===== src/rtl/fau_pkg.sv =====
package fau_pkg;

    localparam int DATA_W = 32;

    localparam logic [2:0] OP_ADD = 3'd0;
    localparam logic [2:0] OP_SUB = 3'd1;
    localparam logic [2:0] OP_MUL = 3'd2;
    localparam logic [2:0] OP_DIV = 3'd3;
    localparam logic [2:0] OP_POW = 3'd4;

    typedef enum logic [1:0] {
        ST_OK      = 2'd0,
        ST_DIV0    = 2'd1,
        ST_INVALID = 2'd2,
        ST_SAT     = 2'd3
    } t_status;

    localparam logic [DATA_W-1:0] Q_MAX = 32'h7FFF_FFFF;
    localparam logic [DATA_W-1:0] Q_MIN = 32'h8000_0000;

    typedef struct packed {
        logic              sat;
        logic [DATA_W-1:0] value;
    } t_sat_res;

    // Apply sign to a magnitude and clamp to the signed 32-bit range.
    function automatic t_sat_res sat_mag(input logic neg, input logic [63:0] mag);
        t_sat_res   r;
        logic [63:0] tmp;
        tmp = 64'd0 - mag;
        if (neg) begin
            r.sat   = (mag > 64'h0000_0000_8000_0000);
            r.value = r.sat ? Q_MIN : tmp[DATA_W-1:0];
        end else begin
            r.sat   = (mag > 64'h0000_0000_7FFF_FFFF);
            r.value = r.sat ? Q_MAX : mag[DATA_W-1:0];
        end
        return r;
    endfunction

endpackage


===== src/rtl/fau_req_if.sv =====
interface fau_req_if;
    logic               valid;
    logic               ready;
    logic [2:0]         opcode;
    logic signed [31:0] operand_a;
    logic signed [31:0] operand_b;

    modport source (output valid, output opcode, output operand_a, output operand_b,
                    input ready);
    modport sink   (input valid, input opcode, input operand_a, input operand_b,
                    output ready);
endinterface


===== src/rtl/fau_rsp_if.sv =====
interface fau_rsp_if;
    logic               valid;
    logic               ready;
    logic signed [31:0] result_value;
    logic [1:0]         status;

    modport source (output valid, output result_value, output status, input ready);
    modport sink   (input valid, input result_value, input status, output ready);
endinterface


===== src/rtl/five_op_arithmetic_unit_core.sv =====
// An accepted request is decoded in S_DEC; add, subtract, invalid opcode, divide by zero and
// power with exponent <= 0 go straight to S_FIN; multiply waits in S_MULC for the product;
// divide waits in S_DIV (one quotient bit per cycle in the restoring divider); power runs
// S_POWI then S_POWC once per multiply. One request at a time: the sequencer returns to idle
// as the result is handed to the output register, which holds it while the consumer stalls.
// Reset (i_rst_n low, synchronous) idles the sequencer and divider and drops any pending result.
module five_op_arithmetic_unit_core #(
    parameter int FRAC_BITS = 16
) (
    input  logic      i_clk,
    input  logic      i_rst_n,
    fau_req_if.sink   i_req,
    fau_rsp_if.source o_rsp
);
    import fau_pkg::*;

    localparam int DVD_W = 32 + FRAC_BITS;
    localparam int CNT_W = 33 - FRAC_BITS;
    localparam logic [31:0] Q_ONE     = 32'd1 << FRAC_BITS;
    localparam logic [31:0] Q_NEG_ONE = ~Q_ONE + 32'd1;

    typedef enum logic [6:0] {
        S_IDLE = 7'b0000001,
        S_DEC  = 7'b0000010,
        S_MULC = 7'b0000100,
        S_DIV  = 7'b0001000,
        S_POWI = 7'b0010000,
        S_POWC = 7'b0100000,
        S_FIN  = 7'b1000000
    } t_state;

    t_state           r_state, n_state;
    logic [2:0]       r_op, n_op;
    logic [31:0]      r_a, n_a;
    logic [31:0]      r_b, n_b;
    logic [31:0]      r_acc, n_acc;
    logic [CNT_W-1:0] r_rem_cnt, n_rem_cnt;
    logic             r_cnt_odd, n_cnt_odd;
    logic [31:0]      r_res, n_res;
    t_status          r_st, n_st;
    logic             r_out_vld, n_out_vld;
    logic [31:0]      r_out_res, n_out_res;
    t_status          r_out_st, n_out_st;

    logic             a_neg, b_neg;
    logic [31:0]      a_mag, b_mag, acc_mag;
    logic [31:0]      mul_x, mul_y;
    logic [63:0]      prod;
    logic [63:0]      prod_shr;
    logic [32:0]      sum;
    logic             sum_ovf;
    logic [32:0]      pow_cnt_full;
    logic             div_start, div_done;
    logic [DVD_W-1:0] div_quot;
    t_sat_res         mul_sat, div_sat, pow_sat;
    logic             out_free;

    // Sign and magnitude of the latched operands and the power accumulator.
    assign a_neg   = r_a[31];
    assign b_neg   = r_b[31];
    assign a_mag   = a_neg ? (32'd0 - r_a) : r_a;
    assign b_mag   = b_neg ? (32'd0 - r_b) : r_b;
    assign acc_mag = r_acc[31] ? (32'd0 - r_acc) : r_acc;

    // The one multiplier serves both multiply (a*b) and each power step (acc*base).
    assign mul_x = (r_state == S_POWI) ? acc_mag : a_mag;
    assign mul_y = (r_state == S_POWI) ? a_mag : b_mag;

    fau_mul u_mul (
        .i_clk  (i_clk),
        .i_x    (mul_x),
        .i_y    (mul_y),
        .o_prod (prod)
    );

    fau_div #(.FRAC_BITS(FRAC_BITS)) u_div (
        .i_clk      (i_clk),
        .i_rst_n    (i_rst_n),
        .i_start    (div_start),
        .i_dividend (a_mag),
        .i_divisor  (b_mag),
        .o_done     (div_done),
        .o_quot     (div_quot)
    );

    // Truncate the product toward zero by dropping fraction bits of the magnitude.
    assign prod_shr = prod >> FRAC_BITS;
    assign mul_sat  = sat_mag(a_neg ^ b_neg, prod_shr);
    assign pow_sat  = sat_mag(r_acc[31] ^ a_neg, prod_shr);
    assign div_sat  = sat_mag(a_neg ^ b_neg, {{(64-DVD_W){1'b0}}, div_quot});

    // Add and subtract in 33 bits; overflow when the top two bits disagree.
    assign sum     = (r_op == OP_SUB) ? ({r_a[31], r_a} - {r_b[31], r_b})
                                      : ({r_a[31], r_a} + {r_b[31], r_b});
    assign sum_ovf = sum[32] ^ sum[31];

    // Multiply count for power: ceil(exponent) in whole units.
    assign pow_cnt_full = {1'b0, r_b} + {1'b0, Q_ONE} - 33'd1;

    assign out_free = !r_out_vld || o_rsp.ready;

    always_comb begin
        n_state   = r_state;
        n_op      = r_op;
        n_a       = r_a;
        n_b       = r_b;
        n_acc     = r_acc;
        n_rem_cnt = r_rem_cnt;
        n_cnt_odd = r_cnt_odd;
        n_res     = r_res;
        n_st      = r_st;
        div_start = 1'b0;
        unique case (r_state)
            S_IDLE: begin
                // Latch a new transaction.
                if (i_req.valid) begin
                    n_op    = i_req.opcode;
                    n_a     = i_req.operand_a;
                    n_b     = i_req.operand_b;
                    n_state = S_DEC;
                end
            end
            S_DEC: begin
                n_res   = 32'd0;
                n_st    = ST_OK;
                n_state = S_FIN;
                unique case (r_op)
                    OP_ADD, OP_SUB: begin
                        if (sum_ovf) begin
                            n_res = sum[32] ? Q_MIN : Q_MAX;
                            n_st  = ST_SAT;
                        end else begin
                            n_res = sum[31:0];
                        end
                    end
                    OP_MUL: begin
                        // Multiplier is loaded this cycle; product is ready next.
                        n_state = S_MULC;
                    end
                    OP_DIV: begin
                        if (r_b == 32'd0) begin
                            n_st = ST_DIV0;
                        end else begin
                            div_start = 1'b1;
                            n_state   = S_DIV;
                        end
                    end
                    OP_POW: begin
                        if (b_neg || (r_b == 32'd0)) begin
                            n_res = Q_ONE;
                        end else begin
                            n_acc     = Q_ONE;
                            n_rem_cnt = pow_cnt_full[32:FRAC_BITS];
                            n_cnt_odd = pow_cnt_full[FRAC_BITS];
                            n_state   = S_POWI;
                        end
                    end
                    default: begin
                        n_st = ST_INVALID;
                    end
                endcase
            end
            S_MULC: begin
                n_res   = mul_sat.value;
                n_st    = mul_sat.sat ? ST_SAT : ST_OK;
                n_state = S_FIN;
            end
            S_DIV: begin
                // Hold until the divider has produced every quotient bit.
                if (div_done) begin
                    n_res   = div_sat.value;
                    n_st    = div_sat.sat ? ST_SAT : ST_OK;
                    n_state = S_FIN;
                end
            end
            S_POWI: begin
                n_state = S_POWC;
            end
            S_POWC: begin
                priority if (pow_sat.sat) begin
                    // Saturate on the side given by the sign of the full power.
                    n_res   = (a_neg && r_cnt_odd) ? Q_MIN : Q_MAX;
                    n_st    = ST_SAT;
                    n_state = S_FIN;
                end else if (pow_sat.value == r_acc) begin
                    // Fixed point reached: further multiplies change nothing.
                    n_res   = r_acc;
                    n_state = S_FIN;
                end else if (pow_sat.value == 32'd0) begin
                    n_res   = 32'd0;
                    n_state = S_FIN;
                end else if (r_a == Q_NEG_ONE) begin
                    // Base of minus one only flips sign; finish by parity of what is left.
                    n_res   = r_rem_cnt[0] ? pow_sat.value : (32'd0 - pow_sat.value);
                    n_state = S_FIN;
                end else if (r_rem_cnt == CNT_W'(1)) begin
                    n_res   = pow_sat.value;
                    n_state = S_FIN;
                end else begin
                    n_acc     = pow_sat.value;
                    n_rem_cnt = r_rem_cnt - CNT_W'(1);
                    n_state   = S_POWI;
                end
            end
            S_FIN: begin
                // Hand off once the output register is free.
                if (out_free) begin
                    n_state = S_IDLE;
                end
            end
            default: begin
                n_state = S_IDLE;
            end
        endcase
    end

    always_comb begin
        n_out_vld = r_out_vld;
        n_out_res = r_out_res;
        n_out_st  = r_out_st;
        if ((r_state == S_FIN) && out_free) begin
            n_out_vld = 1'b1;
            n_out_res = r_res;
            n_out_st  = r_st;
        end else if (o_rsp.ready) begin
            n_out_vld = 1'b0;
        end
    end

    always_ff @(posedge i_clk) begin
        if (!i_rst_n) begin
            r_state   <= S_IDLE;
            r_out_vld <= 1'b0;
        end else begin
            r_state   <= n_state;
            r_out_vld <= n_out_vld;
        end
        r_op      <= n_op;
        r_a       <= n_a;
        r_b       <= n_b;
        r_acc     <= n_acc;
        r_rem_cnt <= n_rem_cnt;
        r_cnt_odd <= n_cnt_odd;
        r_res     <= n_res;
        r_st      <= n_st;
        r_out_res <= n_out_res;
        r_out_st  <= n_out_st;
    end

    assign i_req.ready        = (r_state == S_IDLE);
    assign o_rsp.valid        = r_out_vld;
    assign o_rsp.result_value = r_out_res;
    assign o_rsp.status       = r_out_st;
endmodule


===== src/rtl/fau_mul.sv =====
module fau_mul (
    input  logic        i_clk,
    input  logic [31:0] i_x,
    input  logic [31:0] i_y,
    output logic [63:0] o_prod
);
    logic [63:0] r_prod;

    // Unsigned magnitude product, registered.
    always_ff @(posedge i_clk) begin
        r_prod <= 64'(i_x) * 64'(i_y);
    end

    assign o_prod = r_prod;
endmodule


===== src/rtl/fau_div.sv =====
module fau_div #(
    parameter int FRAC_BITS = 16
) (
    input  logic                  i_clk,
    input  logic                  i_rst_n,
    input  logic                  i_start,
    input  logic [31:0]           i_dividend,
    input  logic [31:0]           i_divisor,
    output logic                  o_done,
    output logic [31+FRAC_BITS:0] o_quot
);
    localparam int DVD_W = 32 + FRAC_BITS;
    localparam int CNT_W = $clog2(DVD_W + 1);

    logic [DVD_W-1:0] r_dvd, n_dvd;
    logic [31:0]      r_rem, n_rem;
    logic [31:0]      r_dvs, n_dvs;
    logic [CNT_W-1:0] r_cnt, n_cnt;
    logic             r_busy, n_busy;
    logic             r_done, n_done;
    logic [32:0]      trial;
    logic [32:0]      diff;
    logic             fits;

    // One restoring step per cycle; quotient bits shift in behind the dividend.
    assign trial = {r_rem, r_dvd[DVD_W-1]};
    assign diff  = trial - {1'b0, r_dvs};
    assign fits  = (trial >= {1'b0, r_dvs});

    always_comb begin
        n_dvd  = r_dvd;
        n_rem  = r_rem;
        n_dvs  = r_dvs;
        n_cnt  = r_cnt;
        n_busy = r_busy;
        n_done = 1'b0;
        if (i_start) begin
            n_dvd  = {i_dividend, {FRAC_BITS{1'b0}}};
            n_rem  = 32'd0;
            n_dvs  = i_divisor;
            n_cnt  = CNT_W'(DVD_W);
            n_busy = 1'b1;
        end else if (r_busy) begin
            n_dvd = {r_dvd[DVD_W-2:0], fits};
            n_rem = fits ? diff[31:0] : trial[31:0];
            n_cnt = r_cnt - CNT_W'(1);
            if (r_cnt == CNT_W'(1)) begin
                n_busy = 1'b0;
                n_done = 1'b1;
            end
        end
    end

    always_ff @(posedge i_clk) begin
        if (!i_rst_n) begin
            r_busy <= 1'b0;
            r_done <= 1'b0;
            r_cnt  <= '0;
        end else begin
            r_busy <= n_busy;
            r_done <= n_done;
            r_cnt  <= n_cnt;
        end
        r_dvd <= n_dvd;
        r_rem <= n_rem;
        r_dvs <= n_dvs;
    end

    assign o_done = r_done;
    assign o_quot = r_dvd;
endmodule


===== src/flat_wrapper.sv =====
// flat-port wrapper written by rule: the top's interface ports become plain ports
module five_op_arithmetic_unit_core_flat import fau_pkg::*;
#(
    parameter int FRAC_BITS = 16
)
  (i_clk, i_rst_n, i_req_valid, i_req_opcode, i_req_operand_a, i_req_operand_b, i_req_ready, o_rsp_valid, o_rsp_result_value, o_rsp_status, o_rsp_ready);
  fau_req_if i_req_i ();
  fau_rsp_if o_rsp_i ();
  input  logic i_clk;
  input  logic i_rst_n;
  input wire logic [$bits(i_req_i.valid)-1:0] i_req_valid;
  input wire logic [$bits(i_req_i.opcode)-1:0] i_req_opcode;
  input wire logic [$bits(i_req_i.operand_a)-1:0] i_req_operand_a;
  input wire logic [$bits(i_req_i.operand_b)-1:0] i_req_operand_b;
  output wire logic [$bits(i_req_i.ready)-1:0] i_req_ready;
  output wire logic [$bits(o_rsp_i.valid)-1:0] o_rsp_valid;
  output wire logic [$bits(o_rsp_i.result_value)-1:0] o_rsp_result_value;
  output wire logic [$bits(o_rsp_i.status)-1:0] o_rsp_status;
  input wire logic [$bits(o_rsp_i.ready)-1:0] o_rsp_ready;
  assign i_req_i.valid = i_req_valid;
  assign i_req_i.opcode = i_req_opcode;
  assign i_req_i.operand_a = i_req_operand_a;
  assign i_req_i.operand_b = i_req_operand_b;
  assign i_req_ready = i_req_i.ready;
  assign o_rsp_valid = o_rsp_i.valid;
  assign o_rsp_result_value = o_rsp_i.result_value;
  assign o_rsp_status = o_rsp_i.status;
  assign o_rsp_i.ready = o_rsp_ready;
  five_op_arithmetic_unit_core #(.FRAC_BITS(FRAC_BITS)) u_core (.i_clk(i_clk), .i_rst_n(i_rst_n), .i_req(i_req_i), .o_rsp(o_rsp_i));
endmodule

===== config.mk =====
export PLATFORM = sky130hd
export DESIGN_NAME = five_op_arithmetic_unit_core_flat
export DESIGN_NICKNAME = d
export VERILOG_FILES = /design/src/rtl/fau_pkg.sv /design/src/rtl/fau_req_if.sv /design/src/rtl/fau_rsp_if.sv /design/src/rtl/five_op_arithmetic_unit_core.sv /design/src/rtl/fau_mul.sv /design/src/rtl/fau_div.sv /design/src/flat_wrapper.sv
export SDC_FILE = /design/constraint.sdc
export NUM_CORES = 2
export LEC_CHECK = 0
export BUFFER_PORTS_ARGS = -buffer_cell sky130_fd_sc_hd__buf_2
export CAP_MARGIN = 20
export CORE_MARGIN = 5
export CORE_UTILIZATION = 65
export DETAILED_ROUTE_END_ITERATION = 7
export MAX_ROUTING_LAYER = met4
export PLACE_DENSITY_LB_ADDON = 0.05
export SLEW_MARGIN = 40
export SYNTH_ARGS = -nofsm -noshare
export SYNTH_HDL_FRONTEND = slang
export SYNTH_SLANG_ARGS = --single-unit

===== constraint.sdc =====
create_clock -name i_clk -period 29.7 [get_ports i_clk]
set_input_delay 7.425 -clock i_clk [delete_from_list [all_inputs] [get_ports i_clk]]
set_output_delay 7.425 -clock i_clk [all_outputs]
set_load 0.02 [all_outputs]

==> summary.txt <==
Outcome
  – Status: finished clean

Worst setup path
  – Critical path arrival: approximately 13 ns
  – Delay of the slowest cell on the worst path: 0.67 ns
  – Origin of the worst setup path: u_core.r_a[0]$_DFFE_PP_
  – Setup slack, reg-to-reg: 17.62 ns
  – Worst r2r path cells: 32
  – Endpoint of the most critical setup path: u_core.u_mul.o_prod[51]$_DFF_P_
  – Most repeated library cell on the critical path: fa_1
  – Kind of start point of the critical path: register
  – Worst reg2reg startpoint: u_core.r_a[0]$_DFFE_PP_
  – Reg-to-reg critical path endpoint: u_core.u_mul.o_prod[51]$_DFF_P_
  – Category of the critical setup timing path: reg2reg
  – Type of destination of the critical path: register
  – Required time worst endpoint: between 30 and 40 ns
  – Cell type of the slowest stage on the worst timing path: a211oi_1
  – Largest fanout of any net on the critical path: 13

Cells and area
  – Area growth from synthesis to layout: 6.583%
  – Leading cell types in the layout, fill and taps excluded: 1,051 x inv_1, 897 x fa_1, 840 x nor2_1
  – Number of standard cells in the final layout excluding fillers: 7,825
  – Net total in the final layout: around 7,900
  – Layout cells sized above 1: 0.07176
  – Number of filler instances in the final layout: between 6,000 and 7,000
  – Most common library cell in the layout ignoring fill and taps: inv_1

Logic synthesis
  – Number of distinct library cells after synthesis: roughly 100
  – FF+latch count, synth: around 360
  – Net count after synthesis: around 8,000
  – Netlist Area Pre-Place: 57,210 µm²
  – Primary FF master, synth: edfxtp_1
  – Proportion of synthesized chip area in sequential cells: 0.1699
  – Synth Instances: 6,694
  – Synthesized area per cell: ~8.5 µm²
  – Asr flop ratio synth: 0
  – Number of enable flip-flop cells after synthesis: about 250
  – Warnings from Yosys: 0

STA
  – Setup-failing EPs final: 0
  – Total Neg Setup Slack: 0 ns
  – Worst setup margin: around 18 ns
  – Shortest clock period the worst path allows after layout: around 12 ns
  – F_max: roughly 83 MHz
  – Max Slew Vio Count: 0
  – Setup Skew: 0.04595 ns
  – Setup repair after global routing missed its margin: no
  – Max_slew headroom: 0.3798
  – Final period utilization: 0.4067
  – Final hold violation count: 0
  – Least-Margin Pin Slew: 0.9304 ns

Clocking
  – Number of buffers between clock root and the deepest sink: 3
  – Number of buffers created by CTS: 40
  – H-tree Lvls: 2
  – Total number of clock tree sinks: between 300 and 400
  – Clock tree from TritonCTS: built
  – Clock Tree Root: clkbuf_16
  – Number of instances resized during post-cts repair: 0
  – Buffers inserted by post-CTS timing repair: 0
  – Number of hold-repair buffers added at the cts stage: 0
  – Clock-pin slew reported for the worst setup and hold paths after clock tree synthesis: ~0.060 ns
  – Clk_lat worst skew: just over 0.6 ns

Global routing
  – Sum of overflow across all layers after global routing: 0
  – Total global-route track usage: 0.4652
  – Initial antenna violation count: 5
  – Maximum number of pins on one net before global-route repair: slightly above 80
  – First-pass GRT wire length: approximately 320 mm
  – Via count of the first global-routing pass: just over 50,000

Floorplan
  – Site Rows: around 110
  – Floorplan die area: 94,050 µm²
  – Height of the die: about 300 µm
  – Top Ports: between 100 and 150
  – Width of the die: about 300 µm
  – Initial core utilization: 0.6574
  – Placeable core area: just under 90,000 µm²

Route
  – Antenna-violating nets left: 0
  – DRC violation count after routing: 0
  – Routed wire length: 214.2 mm
  – Routed via count divided by cell count: about 6.6
  – Via Count: between 50,000 and 60,000
  – Number of iterations in the first detailed-routing pass: 8
  – Drt initial violations: between 7,000 and 8,000
  – Wirelength per Cell: 27.37 µm

Hold path
  – Type of the worst min-delay path: reg2reg

Placed design
  – Number of port buffers: 106
  – Routability Congestion: 1.067
  – DP HPWL: 162.4 mm
  – Setup slack after placement: between 15 and 20 ns
  – Placed cells: 7,740

Run
  – MaxCap Viol Count: 0
## per-layer routing
layer / vias to the layer above / track usage / share of wire
met3: 1087 / 0.1339 / 0.14
met5: - / - / 0
li1: 21609 / - / -
met2: 3973 / 0.6691 / 0.42
met4: 0 / 0.2821 / 0.083
met1: 25198 / 0.5864 / 0.35
## critical path: cells and delay by family, from the launching register on
kind	cells	cell delay [ns]
buffers and inverters	3	0.49
AND/OR/NAND/NOR	10	3.00
XOR/XNOR	2	0.50
adder cells (fa/ha/maj)	10	4.67
flip-flops	1	0.56
AO/OA/AOI/OAI	7	2.67
## cells in the mapped netlist, types with 12 or more instances
| cell type | n | area [µm²] |
|---|---|---|
| a211o_1 | 12 | 105.1 |
| a211oi_1 | 28 | 210.2 |
| a21boi_0 | 16 | 120.1 |
| a21o_1 | 80 | 600.6 |
| a21oi_1 | 262 | 1311 |
| a221oi_1 | 21 | 183.9 |
| a31oi_1 | 46 | 287.8 |
| and2_1 | 37 | 231.5 |
| and3_1 | 24 | 150.1 |
| buf_1 | 16 | 60.06 |
| buf_2 | 12 | 60.06 |
| clkbuf_1 | 352 | 1321 |
| dfxtp_1 | 112 | 2242 |
| edfxtp_1 | 249 | 7477 |
| fa_1 | 897 | 17960 |
| ha_1 | 337 | 4217 |
| inv_1 | 1051 | 3945 |
| mux2i_1 | 36 | 360.4 |
| nand2_1 | 790 | 2965 |
| nand2b_1 | 33 | 206.5 |
| nand3_1 | 132 | 660.6 |
| nand4_1 | 64 | 400.4 |
| nor2_1 | 842 | 3161 |
| nor2b_1 | 18 | 112.6 |
| nor3_1 | 83 | 415.4 |
| nor4_1 | 54 | 337.8 |
| o211ai_1 | 35 | 262.8 |
| o21a_1 | 60 | 450.4 |
| o21ai_0 | 258 | 1291 |
| o21ai_1 | 36 | 180.2 |
| o21bai_1 | 16 | 120.1 |
| o221ai_1 | 25 | 219.0 |
| o22ai_1 | 32 | 200.2 |
| o31a_1 | 15 | 131.4 |
| o31ai_1 | 51 | 382.9 |
| o41ai_1 | 19 | 166.4 |
| or2_2 | 20 | 125.1 |
| or3_1 | 32 | 200.2 |
| or4_1 | 28 | 210.2 |
| xnor2_1 | 146 | 1279 |
| xor2_1 | 138 | 1209 |
## logic make-up after synthesis
logic type / count (synthesis) / synth area share
DFF: 361 / 0.1699
muxes: 37 / 0.006495
buffers and inverters: 1438 / 0.09502
AOI/OAI and AO/OA: 1111 / 0.1251
xor gates and xnor gates: 284 / 0.04348
adders and majority gates: 1234 / 0.3876
and+or+nand+nor: 2229 / 0.1725
## how the worst min path moves through the flow
stage,start,endpoint,depth (start not counted)
floorplan,u_core.r_res[0]$_DFFE_PP_,u_core.o_rsp.result_value[0]$_DFFE_PP_,0
global placement,u_core.r_res[17]$_DFFE_PP_,u_core.o_rsp.result_value[17]$_DFFE_PP_,0
detailed placement,u_core.r_res[1]$_DFFE_PP_,u_core.o_rsp.result_value[1]$_DFFE_PP_,0
CTS,u_core.r_res[24]$_DFFE_PP_,u_core.o_rsp.result_value[24]$_DFFE_PP_,0
global route,u_core.r_res[16]$_DFFE_PP_,u_core.o_rsp.result_value[16]$_DFFE_PP_,0
finish,u_core.r_res[27]$_DFFE_PP_,u_core.o_rsp.result_value[27]$_DFFE_PP_,0
## final cells by class
type                    count  area [µm²]  area share
diodes                      9       22.52   0.0003693
clock inverters            25       334.1    0.005478
clock buffers              49        1076     0.01765
flip-flops and latches    361        9723      0.1595
repair buffers            278        1899     0.03115
multi-input cells        4895       42520      0.6974
inverters                1053        3954     0.06484
well taps                1155        1445     0.02370
## stage by stage
stage            util  cell area [µm²]  hold slack, ns
2_1_floorplan       -            57210          0.4003
3_3_place_gp   0.6807            59240          0.4027
3_5_place_dp   0.6836            59490          0.4045
4_1_cts        0.6998            60900          0.4191
5_1_grt        0.7005            60960          0.4305
6_report       0.7007            60980          0.4192
Power is not shown: default switching activity piles up to over one toggle a cycle in this logic, so the estimate is an artifact.
